### config.mk
export PLATFORM = sky130hd
export DESIGN_NAME = window_base_count_filter_unit
export DESIGN_NICKNAME = d
export VERILOG_FILES = /design/src/rtl/core/wbcf_pkg.sv /design/src/rtl/core/wbcf_front.sv /design/src/rtl/core/wbcf_queue.sv /design/src/rtl/core/wbcf_back.sv /design/src/rtl/core/window_base_count_filter_unit.sv
export SDC_FILE = /design/constraint.sdc
export NUM_CORES = 2
export LEC_CHECK = 0
export ABC_AREA = 1
export BUFFER_PORTS_ARGS = -buffer_cell sky130_fd_sc_hd__buf_2
export CAP_MARGIN = 30
export CORE_AREA = 2 2 514 516
export CTS_CLUSTER_SIZE = 25
export DETAILED_ROUTE_END_ITERATION = 8
export DIE_AREA = 0 0 516 518
export MAX_ROUTING_LAYER = met4
export PLACE_DENSITY = 0.7
export RECOVER_POWER = 25
export SKIP_CTS_REPAIR_TIMING = 1
export SYNTH_ARGS = -nofsm -noshare
export SYNTH_HDL_FRONTEND = slang
export SYNTH_SLANG_ARGS = --single-unit
### constraint.sdc
create_clock -name i_clk -period 80.7 [get_ports i_clk]
set_clock_uncertainty 0.05 [all_clocks]
set_input_delay 4.035 -clock i_clk [delete_from_list [all_inputs] [get_ports i_clk]]
set_output_delay 4.035 -clock i_clk [all_outputs]
set_load 0.02 [all_outputs]
### src/rtl/core/wbcf_pkg.sv
package wbcf_pkg;

    // Window size; ring depth and counter widths follow from it.
    localparam int WINDOW_MAX = 1024;
    localparam int AW         = (WINDOW_MAX > 1) ? $clog2(WINDOW_MAX) : 1;
    localparam int LEN_W      = $clog2(WINDOW_MAX + 1);

    // Register and field widths fixed by the interface.
    localparam int CFG_W      = 11;
    localparam int CFG_IDX_W  = 3;
    localparam int CHAR_W     = 8;
    localparam int PASS_W     = 32;
    localparam int CMP_W      = (CFG_W > LEN_W) ? CFG_W : LEN_W;

    // Front-to-back queue.
    localparam int Q_DEPTH    = 4;
    localparam int Q_AW       = $clog2(Q_DEPTH);
    localparam int Q_CW       = $clog2(Q_DEPTH + 1);

    localparam int NUM_LETTERS = 4;

    typedef enum logic [2:0] {
        CODE_OTHER,
        CODE_A,
        CODE_C,
        CODE_G,
        CODE_T
    } t_code;

    typedef enum logic [CFG_IDX_W-1:0] {
        REG_WINDOW_LENGTH,
        REG_MIN_A,
        REG_MIN_C,
        REG_MIN_G,
        REG_MIN_T
    } t_reg_idx;

    localparam t_code LETTER_CODES [NUM_LETTERS] = '{CODE_A, CODE_C, CODE_G, CODE_T};

    localparam logic [CHAR_W-1:0] ASCII_A = 8'h41;
    localparam logic [CHAR_W-1:0] ASCII_C = 8'h43;
    localparam logic [CHAR_W-1:0] ASCII_G = 8'h47;
    localparam logic [CHAR_W-1:0] ASCII_T = 8'h54;

    // One classified item, as handed from front to back.
    typedef struct packed {
        t_code code;      // letter entering the window
        t_code old_code;  // letter leaving the window (valid when evict)
        logic  evict;
        logic  full;
        logic  last;
    } t_item;

    function automatic t_code letter_code(input logic [CHAR_W-1:0] b);
        t_code c;
        case (b)
            ASCII_A: c = CODE_A;
            ASCII_C: c = CODE_C;
            ASCII_G: c = CODE_G;
            ASCII_T: c = CODE_T;
            default: c = CODE_OTHER;
        endcase
        return c;
    endfunction

    // Zero means one; anything past the ring depth is clipped to it.
    function automatic logic [LEN_W-1:0] eff_len(input logic [CFG_W-1:0] wl);
        logic [LEN_W-1:0] r;
        if (wl == '0) begin
            r = LEN_W'(1);
        end else if (int'(wl) > WINDOW_MAX) begin
            r = LEN_W'(WINDOW_MAX);
        end else begin
            r = LEN_W'(wl);
        end
        return r;
    endfunction

endpackage

### src/rtl/core/wbcf_front.sv
module wbcf_front import wbcf_pkg::*; (
    input  logic              i_clk,
    input  logic              i_rst_n,
    input  logic              i_clear,
    input  logic [LEN_W-1:0]  i_len,
    input  logic              i_valid,
    output logic              o_ready,
    input  logic [CHAR_W-1:0] i_char_byte,
    input  logic              i_end_of_string,
    input  logic [Q_CW-1:0]   i_q_count,
    output t_item             o_item,
    output logic              o_item_valid
);

    logic [AW-1:0]    r_wp, n_wp;
    logic [LEN_W-1:0] r_fill, n_fill;
    logic             r_s1_valid;
    t_code            r_s1_code;
    logic             r_s1_evict;
    logic             r_s1_full;
    logic             r_s1_last;
    t_code            r_rd_code;
    t_code            r_ring [WINDOW_MAX];

    logic             accept;
    logic             evict;
    logic             full;
    t_code            code;
    logic [LEN_W-1:0] wp_ext;
    logic [LEN_W-1:0] old_ext;
    logic [AW-1:0]    old_idx;

    // Room is reserved for the item held in stage 1 as well.
    assign o_ready = ((Q_CW+1)'(i_q_count) + (Q_CW+1)'(r_s1_valid)) < (Q_CW+1)'(Q_DEPTH);
    assign accept  = i_valid && o_ready;
    assign code    = letter_code(i_char_byte);

    always_comb begin
        evict  = (r_fill >= i_len);
        full   = evict || ((r_fill + LEN_W'(1)) >= i_len);
        wp_ext = LEN_W'(r_wp);
        if (wp_ext >= i_len) begin
            old_ext = wp_ext - i_len;
        end else begin
            old_ext = wp_ext + LEN_W'(WINDOW_MAX) - i_len;
        end
        old_idx = AW'(old_ext);
    end

    always_comb begin
        n_wp   = r_wp;
        n_fill = r_fill;
        if (i_clear) begin
            n_wp   = '0;
            n_fill = '0;
        end else if (accept) begin
            if (i_end_of_string) begin
                n_wp   = '0;
                n_fill = '0;
            end else begin
                n_wp = (r_wp == AW'(WINDOW_MAX - 1)) ? '0 : r_wp + AW'(1);
                if (!evict) begin
                    n_fill = r_fill + LEN_W'(1);
                end
            end
        end
    end

    always_ff @(posedge i_clk) begin
        if (!i_rst_n) begin
            r_wp       <= '0;
            r_fill     <= '0;
            r_s1_valid <= 1'b0;
        end else begin
            r_wp       <= n_wp;
            r_fill     <= n_fill;
            r_s1_valid <= accept;
        end
    end

    always_ff @(posedge i_clk) begin
        if (accept) begin
            r_s1_code  <= code;
            r_s1_evict <= evict;
            r_s1_full  <= full;
            r_s1_last  <= i_end_of_string;
        end
    end

    // Ring: read of the leaving entry happens before this item's write,
    // so a full-depth window sees the old letter at the same address.
    always_ff @(posedge i_clk) begin
        if (accept) begin
            r_ring[r_wp] <= code;
            r_rd_code    <= r_ring[old_idx];
        end
    end

    assign o_item_valid   = r_s1_valid;
    assign o_item.code     = r_s1_code;
    assign o_item.old_code = r_rd_code;
    assign o_item.evict    = r_s1_evict;
    assign o_item.full     = r_s1_full;
    assign o_item.last     = r_s1_last;

endmodule

### src/rtl/core/wbcf_queue.sv
module wbcf_queue import wbcf_pkg::*; (
    input  logic            i_clk,
    input  logic            i_rst_n,
    input  logic            i_push,
    input  t_item           i_item,
    input  logic            i_pop,
    output t_item           o_item,
    output logic            o_valid,
    output logic [Q_CW-1:0] o_count
);

    t_item           r_mem [Q_DEPTH];
    logic [Q_AW-1:0] r_wr_ptr;
    logic [Q_AW-1:0] r_rd_ptr;
    logic [Q_CW-1:0] r_count;

    function automatic logic [Q_AW-1:0] ptr_inc(input logic [Q_AW-1:0] p);
        return (p == Q_AW'(Q_DEPTH - 1)) ? '0 : p + Q_AW'(1);
    endfunction

    always_ff @(posedge i_clk) begin
        if (!i_rst_n) begin
            r_wr_ptr <= '0;
            r_rd_ptr <= '0;
            r_count  <= '0;
        end else begin
            if (i_push) begin
                r_wr_ptr <= ptr_inc(r_wr_ptr);
            end
            if (i_pop) begin
                r_rd_ptr <= ptr_inc(r_rd_ptr);
            end
            if (i_push && !i_pop) begin
                r_count <= r_count + Q_CW'(1);
            end else if (!i_push && i_pop) begin
                r_count <= r_count - Q_CW'(1);
            end
        end
    end

    always_ff @(posedge i_clk) begin
        if (i_push) begin
            r_mem[r_wr_ptr] <= i_item;
        end
    end

    assign o_item  = r_mem[r_rd_ptr];
    assign o_valid = (r_count != '0);
    assign o_count = r_count;

endmodule

### src/rtl/core/wbcf_back.sv
module wbcf_back import wbcf_pkg::*; (
    input  logic              i_clk,
    input  logic              i_rst_n,
    input  logic              i_clear,
    input  logic [CFG_W-1:0]  i_min [NUM_LETTERS],
    input  t_item             i_item,
    input  logic              i_item_valid,
    output logic              o_pop,
    output logic              o_valid,
    input  logic              i_ready,
    output logic              o_window_full,
    output logic              o_window_passes,
    output logic [PASS_W-1:0] o_pass_total,
    output logic              o_final_result
);

    logic [LEN_W-1:0]  r_cnt [NUM_LETTERS];
    logic [LEN_W-1:0]  n_cnt [NUM_LETTERS];
    logic [PASS_W-1:0] r_pass, n_pass;
    logic              r_out_valid;
    logic              r_full;
    logic              r_passes;
    logic              r_last;
    logic [NUM_LETTERS-1:0] meet;
    logic              passes;
    logic              inc;
    logic              dec;

    assign o_pop = i_item_valid && (!r_out_valid || i_ready);

    always_comb begin
        for (int k = 0; k < NUM_LETTERS; k++) begin
            inc = (i_item.code == LETTER_CODES[k]);
            dec = i_item.evict && (i_item.old_code == LETTER_CODES[k]) && (r_cnt[k] != '0);
            if (inc && !dec) begin
                n_cnt[k] = r_cnt[k] + LEN_W'(1);
            end else if (!inc && dec) begin
                n_cnt[k] = r_cnt[k] - LEN_W'(1);
            end else begin
                n_cnt[k] = r_cnt[k];
            end
            meet[k] = CMP_W'(n_cnt[k]) >= CMP_W'(i_min[k]);
        end
        passes = i_item.full && (&meet);
        n_pass = (passes && (r_pass != '1)) ? r_pass + PASS_W'(1) : r_pass;
    end

    always_ff @(posedge i_clk) begin
        if (!i_rst_n) begin
            r_out_valid <= 1'b0;
            r_pass      <= '0;
            for (int k = 0; k < NUM_LETTERS; k++) begin
                r_cnt[k] <= '0;
            end
        end else begin
            if (o_pop) begin
                r_out_valid <= 1'b1;
            end else if (i_ready) begin
                r_out_valid <= 1'b0;
            end
            if (i_clear || (o_pop && i_item.last)) begin
                r_pass <= '0;
                for (int k = 0; k < NUM_LETTERS; k++) begin
                    r_cnt[k] <= '0;
                end
            end else if (o_pop) begin
                r_pass <= n_pass;
                for (int k = 0; k < NUM_LETTERS; k++) begin
                    r_cnt[k] <= n_cnt[k];
                end
            end
        end
    end

    logic [PASS_W-1:0] r_total;

    always_ff @(posedge i_clk) begin
        if (o_pop) begin
            r_full   <= i_item.full;
            r_passes <= passes;
            r_total  <= n_pass;
            r_last   <= i_item.last;
        end
    end

    assign o_valid         = r_out_valid;
    assign o_window_full   = r_full;
    assign o_window_passes = r_passes;
    assign o_pass_total    = r_total;
    assign o_final_result  = r_last;

endmodule

### src/rtl/core/window_base_count_filter_unit.sv
// Sliding-window letter count filter.
// Input channel (i_valid/o_ready): one character item per handshake, with an
// end-of-string flag. Output channel (o_valid/i_ready): exactly one result
// item per input item, in order: window full, window passes, running pass
// total (saturating) and a copy of the end-of-string flag.
// Config channel (i_cfg_valid/o_cfg_ready, always ready): index 0 window
// length, 1..4 minimum A/C/G/T counts. Writing the window length restarts
// the current string. Write config only while no item is in flight.
// From the accepting edge to output valid, stage 1 with the ring read moves
// into the queue, then the count update loads the output register. Throughput:
// one item per cycle while neither side stalls, set by the ring (one write and
// one registered read per cycle) and the count/compare update.
// A 4-entry queue between the ring front end and the count back end lets
// either side stall; when the receiver holds i_ready low the queue fills and
// o_ready drops once five items wait (four in queue/stage 1, one in output).
// Reset: window length 1, minimums 0, counts, fill level and pass total
// cleared. The ring itself is not cleared; entries are only read back
// after being written within the same string.
module window_base_count_filter_unit import wbcf_pkg::*; (
    input  logic                 i_clk,
    input  logic                 i_rst_n,
    // config write channel
    input  logic                 i_cfg_valid,
    output logic                 o_cfg_ready,
    input  logic [CFG_IDX_W-1:0] i_cfg_index,
    input  logic [CFG_W-1:0]     i_cfg_data,
    // input items
    input  logic                 i_valid,
    output logic                 o_ready,
    input  logic [CHAR_W-1:0]    i_char_byte,
    input  logic                 i_end_of_string,
    // result items
    output logic                 o_valid,
    input  logic                 i_ready,
    output logic                 o_window_full,
    output logic                 o_window_passes,
    output logic [PASS_W-1:0]    o_pass_total,
    output logic                 o_final_result
);

    logic [CFG_W-1:0] r_window_length;
    logic [CFG_W-1:0] r_min [NUM_LETTERS];
    logic             cfg_we;
    logic             clear;
    logic [LEN_W-1:0] len;

    t_item            front_item;
    logic             front_valid;
    t_item            q_item;
    logic             q_valid;
    logic [Q_CW-1:0]  q_count;
    logic             pop;

    assign o_cfg_ready = 1'b1;
    assign cfg_we      = i_cfg_valid && o_cfg_ready;
    // Window length write starts a new string.
    assign clear       = cfg_we && (t_reg_idx'(i_cfg_index) == REG_WINDOW_LENGTH);
    assign len         = eff_len(r_window_length);

    always_ff @(posedge i_clk) begin
        if (!i_rst_n) begin
            r_window_length <= CFG_W'(1);
            for (int k = 0; k < NUM_LETTERS; k++) begin
                r_min[k] <= '0;
            end
        end else if (cfg_we) begin
            case (t_reg_idx'(i_cfg_index))
                REG_WINDOW_LENGTH: r_window_length <= i_cfg_data;
                REG_MIN_A:         r_min[0]        <= i_cfg_data;
                REG_MIN_C:         r_min[1]        <= i_cfg_data;
                REG_MIN_G:         r_min[2]        <= i_cfg_data;
                REG_MIN_T:         r_min[3]        <= i_cfg_data;
                default: begin
                    // unknown index: ignored
                end
            endcase
        end
    end

    // Front: classify letter, track fill/pointer, access the ring.
    wbcf_front u_front (
        .i_clk           (i_clk),
        .i_rst_n         (i_rst_n),
        .i_clear         (clear),
        .i_len           (len),
        .i_valid         (i_valid),
        .o_ready         (o_ready),
        .i_char_byte     (i_char_byte),
        .i_end_of_string (i_end_of_string),
        .i_q_count       (q_count),
        .o_item          (front_item),
        .o_item_valid    (front_valid)
    );

    // Stage 1 always drains into the queue; front ready guarantees room.
    wbcf_queue u_queue (
        .i_clk   (i_clk),
        .i_rst_n (i_rst_n),
        .i_push  (front_valid),
        .i_item  (front_item),
        .i_pop   (pop),
        .o_item  (q_item),
        .o_valid (q_valid),
        .o_count (q_count)
    );

    // Back: running counts, threshold test, pass total, output register.
    wbcf_back u_back (
        .i_clk           (i_clk),
        .i_rst_n         (i_rst_n),
        .i_clear         (clear),
        .i_min           (r_min),
        .i_item          (q_item),
        .i_item_valid    (q_valid),
        .o_pop           (pop),
        .o_valid         (o_valid),
        .i_ready         (i_ready),
        .o_window_full   (o_window_full),
        .o_window_passes (o_window_passes),
        .o_pass_total    (o_pass_total),
        .o_final_result  (o_final_result)
    );

endmodule

==> impl_metrics.json <==
{
  "outcome": "finished, violations left",
  "failed_checks": "capacitance limit, slew limit",
  "ir_drop_uv": 22.1,
  "route.vias.total": 101000,
  "power.share.combinational_pct": 23.0,
  "path_class": "in2reg",
  "crit_start": "i_char_byte[3]",
  "synth_nets": 13700,
  "track_usage_pct": 29.1,
  "synth_top_area_share_pct": 66.7,
  "ys_top_cells_by_area": "edfxtp_1 67%, nand2_1 11%, nand3_1 9.9%",
  "cts_buffers": 339,
  "synthCells": 13600,
  "worstHoldStart": "r_min[1]",
  "path_clk_slew_ns": 0.06,
  "ys_ff_latch": 3315,
  "crit_fanout": 182,
  "end_kind": "flip-flop",
  "async_flop_share_pct": 0,
  "drv_slew": 1096,
  "initial_utilization_pct": 54.8,
  "whs_endpoint": "r_min[1]",
  "numPortBuffers": 64,
  "drtIter0Drc": 13600,
  "holdPathStages": 2,
  "switching_share_pct": 31.3,
  "worst_pin_slew_ns": 8.93,
  "grt_start_max_net_pins": 235,
  "drtPass1Iterations": 8,
  "yosys.area.top_type": "edfxtp_1",
  "slowest_stage": "clkbuf_1",
  "cts_sinks": 3315,
  "setup_tns_ns": 0,
  "htree_levels": 5,
  "fmax_mhz": 69.8,
  "r2r-end": "u_back.r_pass[9]",
  "yosysUniqueCellTypes": 65,
  "rsz0062_at_grt": "no",
  "cp_top_family": "buffers and inverters",
  "critical-path-max-stage-delay_ns": 6.06,
  "relSlewSlack_pct": -495,
  "seqPwrFrac_pct": 43.2,
  "final_cell_area_sq_um": 157000,
  "p_clk_share_pct": 33.8,
  "gp_congestion": 0.917,
  "ff2ff_path_depth": 23,
  "dieArea_sq_um": 267000,
  "wl_um": 385000,
  "fin_crit_sh_pct": 17.7,
  "power_density_nw_per_um2": 28.7,
  "synth_area_per_cell_sq_um": 10.6,
  "cp_num_buf_inv": 8,
  "crit_top_cell": "buf_4",
  "grt_pass1_vias": 97900,
  "hold_path_class": "reg2reg",
  "cts.path.max_buffers": 4,
  "cts_tree": "built",
  "die_w_um": 516,
  "drc": 0,
  "yosysMostFrequentCell": "nand2_1",
  "wire_per_inst_um": 22.6,
  "ios": 66,
  "cp_cell_sequence": "clkbuf_1 > nor2_1 > inv_1 > nor4_1 > clkbuf_1 > buf_4 > buf_4 > buf_4 > buf_4 > buf_12",
  "drtAntennaViolNets": 0,
  "area_growth_pct": 9.28,
  "yosysSeqAreaShare_pct": 68.5,
  "required_ns": 81.31,
  "p_int_mw": 3.08,
  "final-setup-viol-count": 0,
  "placed_area_sq_um": 146000,
  "fin_crit_ns": 14.32,
  "max-cap-violations": 15,
  "placementRows": 188,
  "fp.coreArea_sq_um": 262000,
  "switchingPower_mw": 1.41,
  "antenna_found_initial": 12,
  "cp.arrival_ns": 14.94,
  "syn_area_sq_um": 143000,
  "via_per_inst": 5.95,
  "overflow": 0,
  "start_kind": "input pin",
  "ys.flop_type": "edfxtp_1",
  "insertion_delay_ns": 0.88,
  "synth_common_cells": "4,272 x nand2_1, 3,185 x edfxtp_1, 2,827 x nand3_1",
  "finalHoldViolations": 0,
  "die_h_um": 518,
  "synth-edff-count": 3185,
  "dp.final_hpwl_um": 215000,
  "ys_warn_count": 0,
  "drive_above_1_share_pct": 5.40,
  "power_leakage_nw": 54.0,
  "root_buffer": "clkbuf_16",
  "reg2reg_slack_ns": 72.85,
  "grt_pass1_wl_um": 577000,
  "nets": 13300
}
area by class of cell:
cell class / count / area, sq um
Antenna cell: 11 / 27.5
Clock buffer: 430 / 9120
Clock inverter: 183 / 1510
Fill cell: 20900 / 105000
Inverter: 274 / 1050
Multi-Input combinational cell: 9026 / 40100
Sequential cell: 3315 / 98200
Tap cell: 3515 / 4400
Timing Repair Buffer: 251 / 2190
sequential cells by signal, indices dropped and copies added (netlist names), 11 cells and up, named ones only:
register,flops
u_front.r_ring,3072
r_min,44
u_back.r_cnt,44
u_queue.r_mem,36
u_back.o_pass_total,32
u_back.r_pass,32
r_window_length,11
u_front.r_fill,11
metal layers:
layer | GRT usage, % | vias up | routed length, um
met4 | 11.1 | 0 | 14800
met5 | - | - | 0
li1 | - | 46100 | -
met1 | 37.7 | 49000 | 149000
met2 | 45.7 | 5297 | 180000
met3 | 5.48 | 829 | 40600
worst max-delay path by stage:
| stage | slack, ns | cells past startpoint | to |
|---|---|---|---|
| finish | 66.38 | 10 | u_front.r_ring[470][2] |
| global route | 65.66 | 10 | u_front.r_ring[470][2] |
| CTS | 72.52 | 10 | u_front.r_ring[415][2] |
| detailed placement | 71.60 | 10 | u_front.r_ring[324][2] |
| global placement | 71.35 | 10 | u_front.r_ring[324][2] |
| floorplan | 11.13 | 1 | u_front.r_ring[0][2] |
cells in the final DEF, fill, tap and decap left out, types with 9 or more instances in the layout:
master and n:
nor2_1 1214, a21oi_1 151, bufinv_16 25, nand4_1 24
buf_12 18, nand3_1 2821, clkinv_1 86, clkbuf_1 133
buf_2 27, edfxtp_1 3185, nand2_1 4258, clkbuf_16 351
xor2_1 86, dfxtp_1 130, and2_1 13, nor3_1 61
inv_2 9, buf_4 127, diode_2 11, buf_16 17
o21ai_0 125, clkinv_2 55, ha_1 99, nand2_2 9
o21ai_1 22, nand2_4 15, nor4_1 20, inv_1 260
through the flow:
step	total power, mW	hold slack, ns	util [%]	setup slack [ns]	instances
after floorplan	2.71	0.378	-	11.13	13600
after global placement	2.96	0.393	55.7	71.35	16300
after detailed placement	2.99	0.404	55.9	71.60	16400
after CTS	4.49	0.413	60.0	72.52	17000
after global routing	4.69	0.441	59.9	65.66	17000
final	4.49	0.412	59.9	66.38	17000
worst min-delay path: stages, from the launching register on:
cell,delay [ns]
dfxtp_1,0.30
inv_1,0.06
a21oi_1,0.06
power by group through the flow:
stage	registers [mW]	clock network (mW)	logic, mW
2_1_floorplan	1.98	0	0.727
3_3_place_gp	1.97	0	0.985
3_5_place_dp	1.97	0	1.02
4_1_cts	1.94	1.53	1.02
5_1_grt	1.94	1.60	1.15
6_report	1.94	1.52	1.03
cells by family after synthesis:
| kind of cell | after synthesis | synth area share [%] |
|---|---|---|
| xor+xnor | 97 | 0.598 |
| flops | 3315 | 68.5 |
| buf+inv | 1212 | 3.64 |
| fa+ha+maj | 102 | 0.901 |
| other cells | 1 | 0.00262 |
| compound gates | 345 | 1.33 |
| simple gates | 8474 | 25.0 |
| mux | 7 | 0.0515 |
No activity file was read; power rests on OpenSTA's default activity.
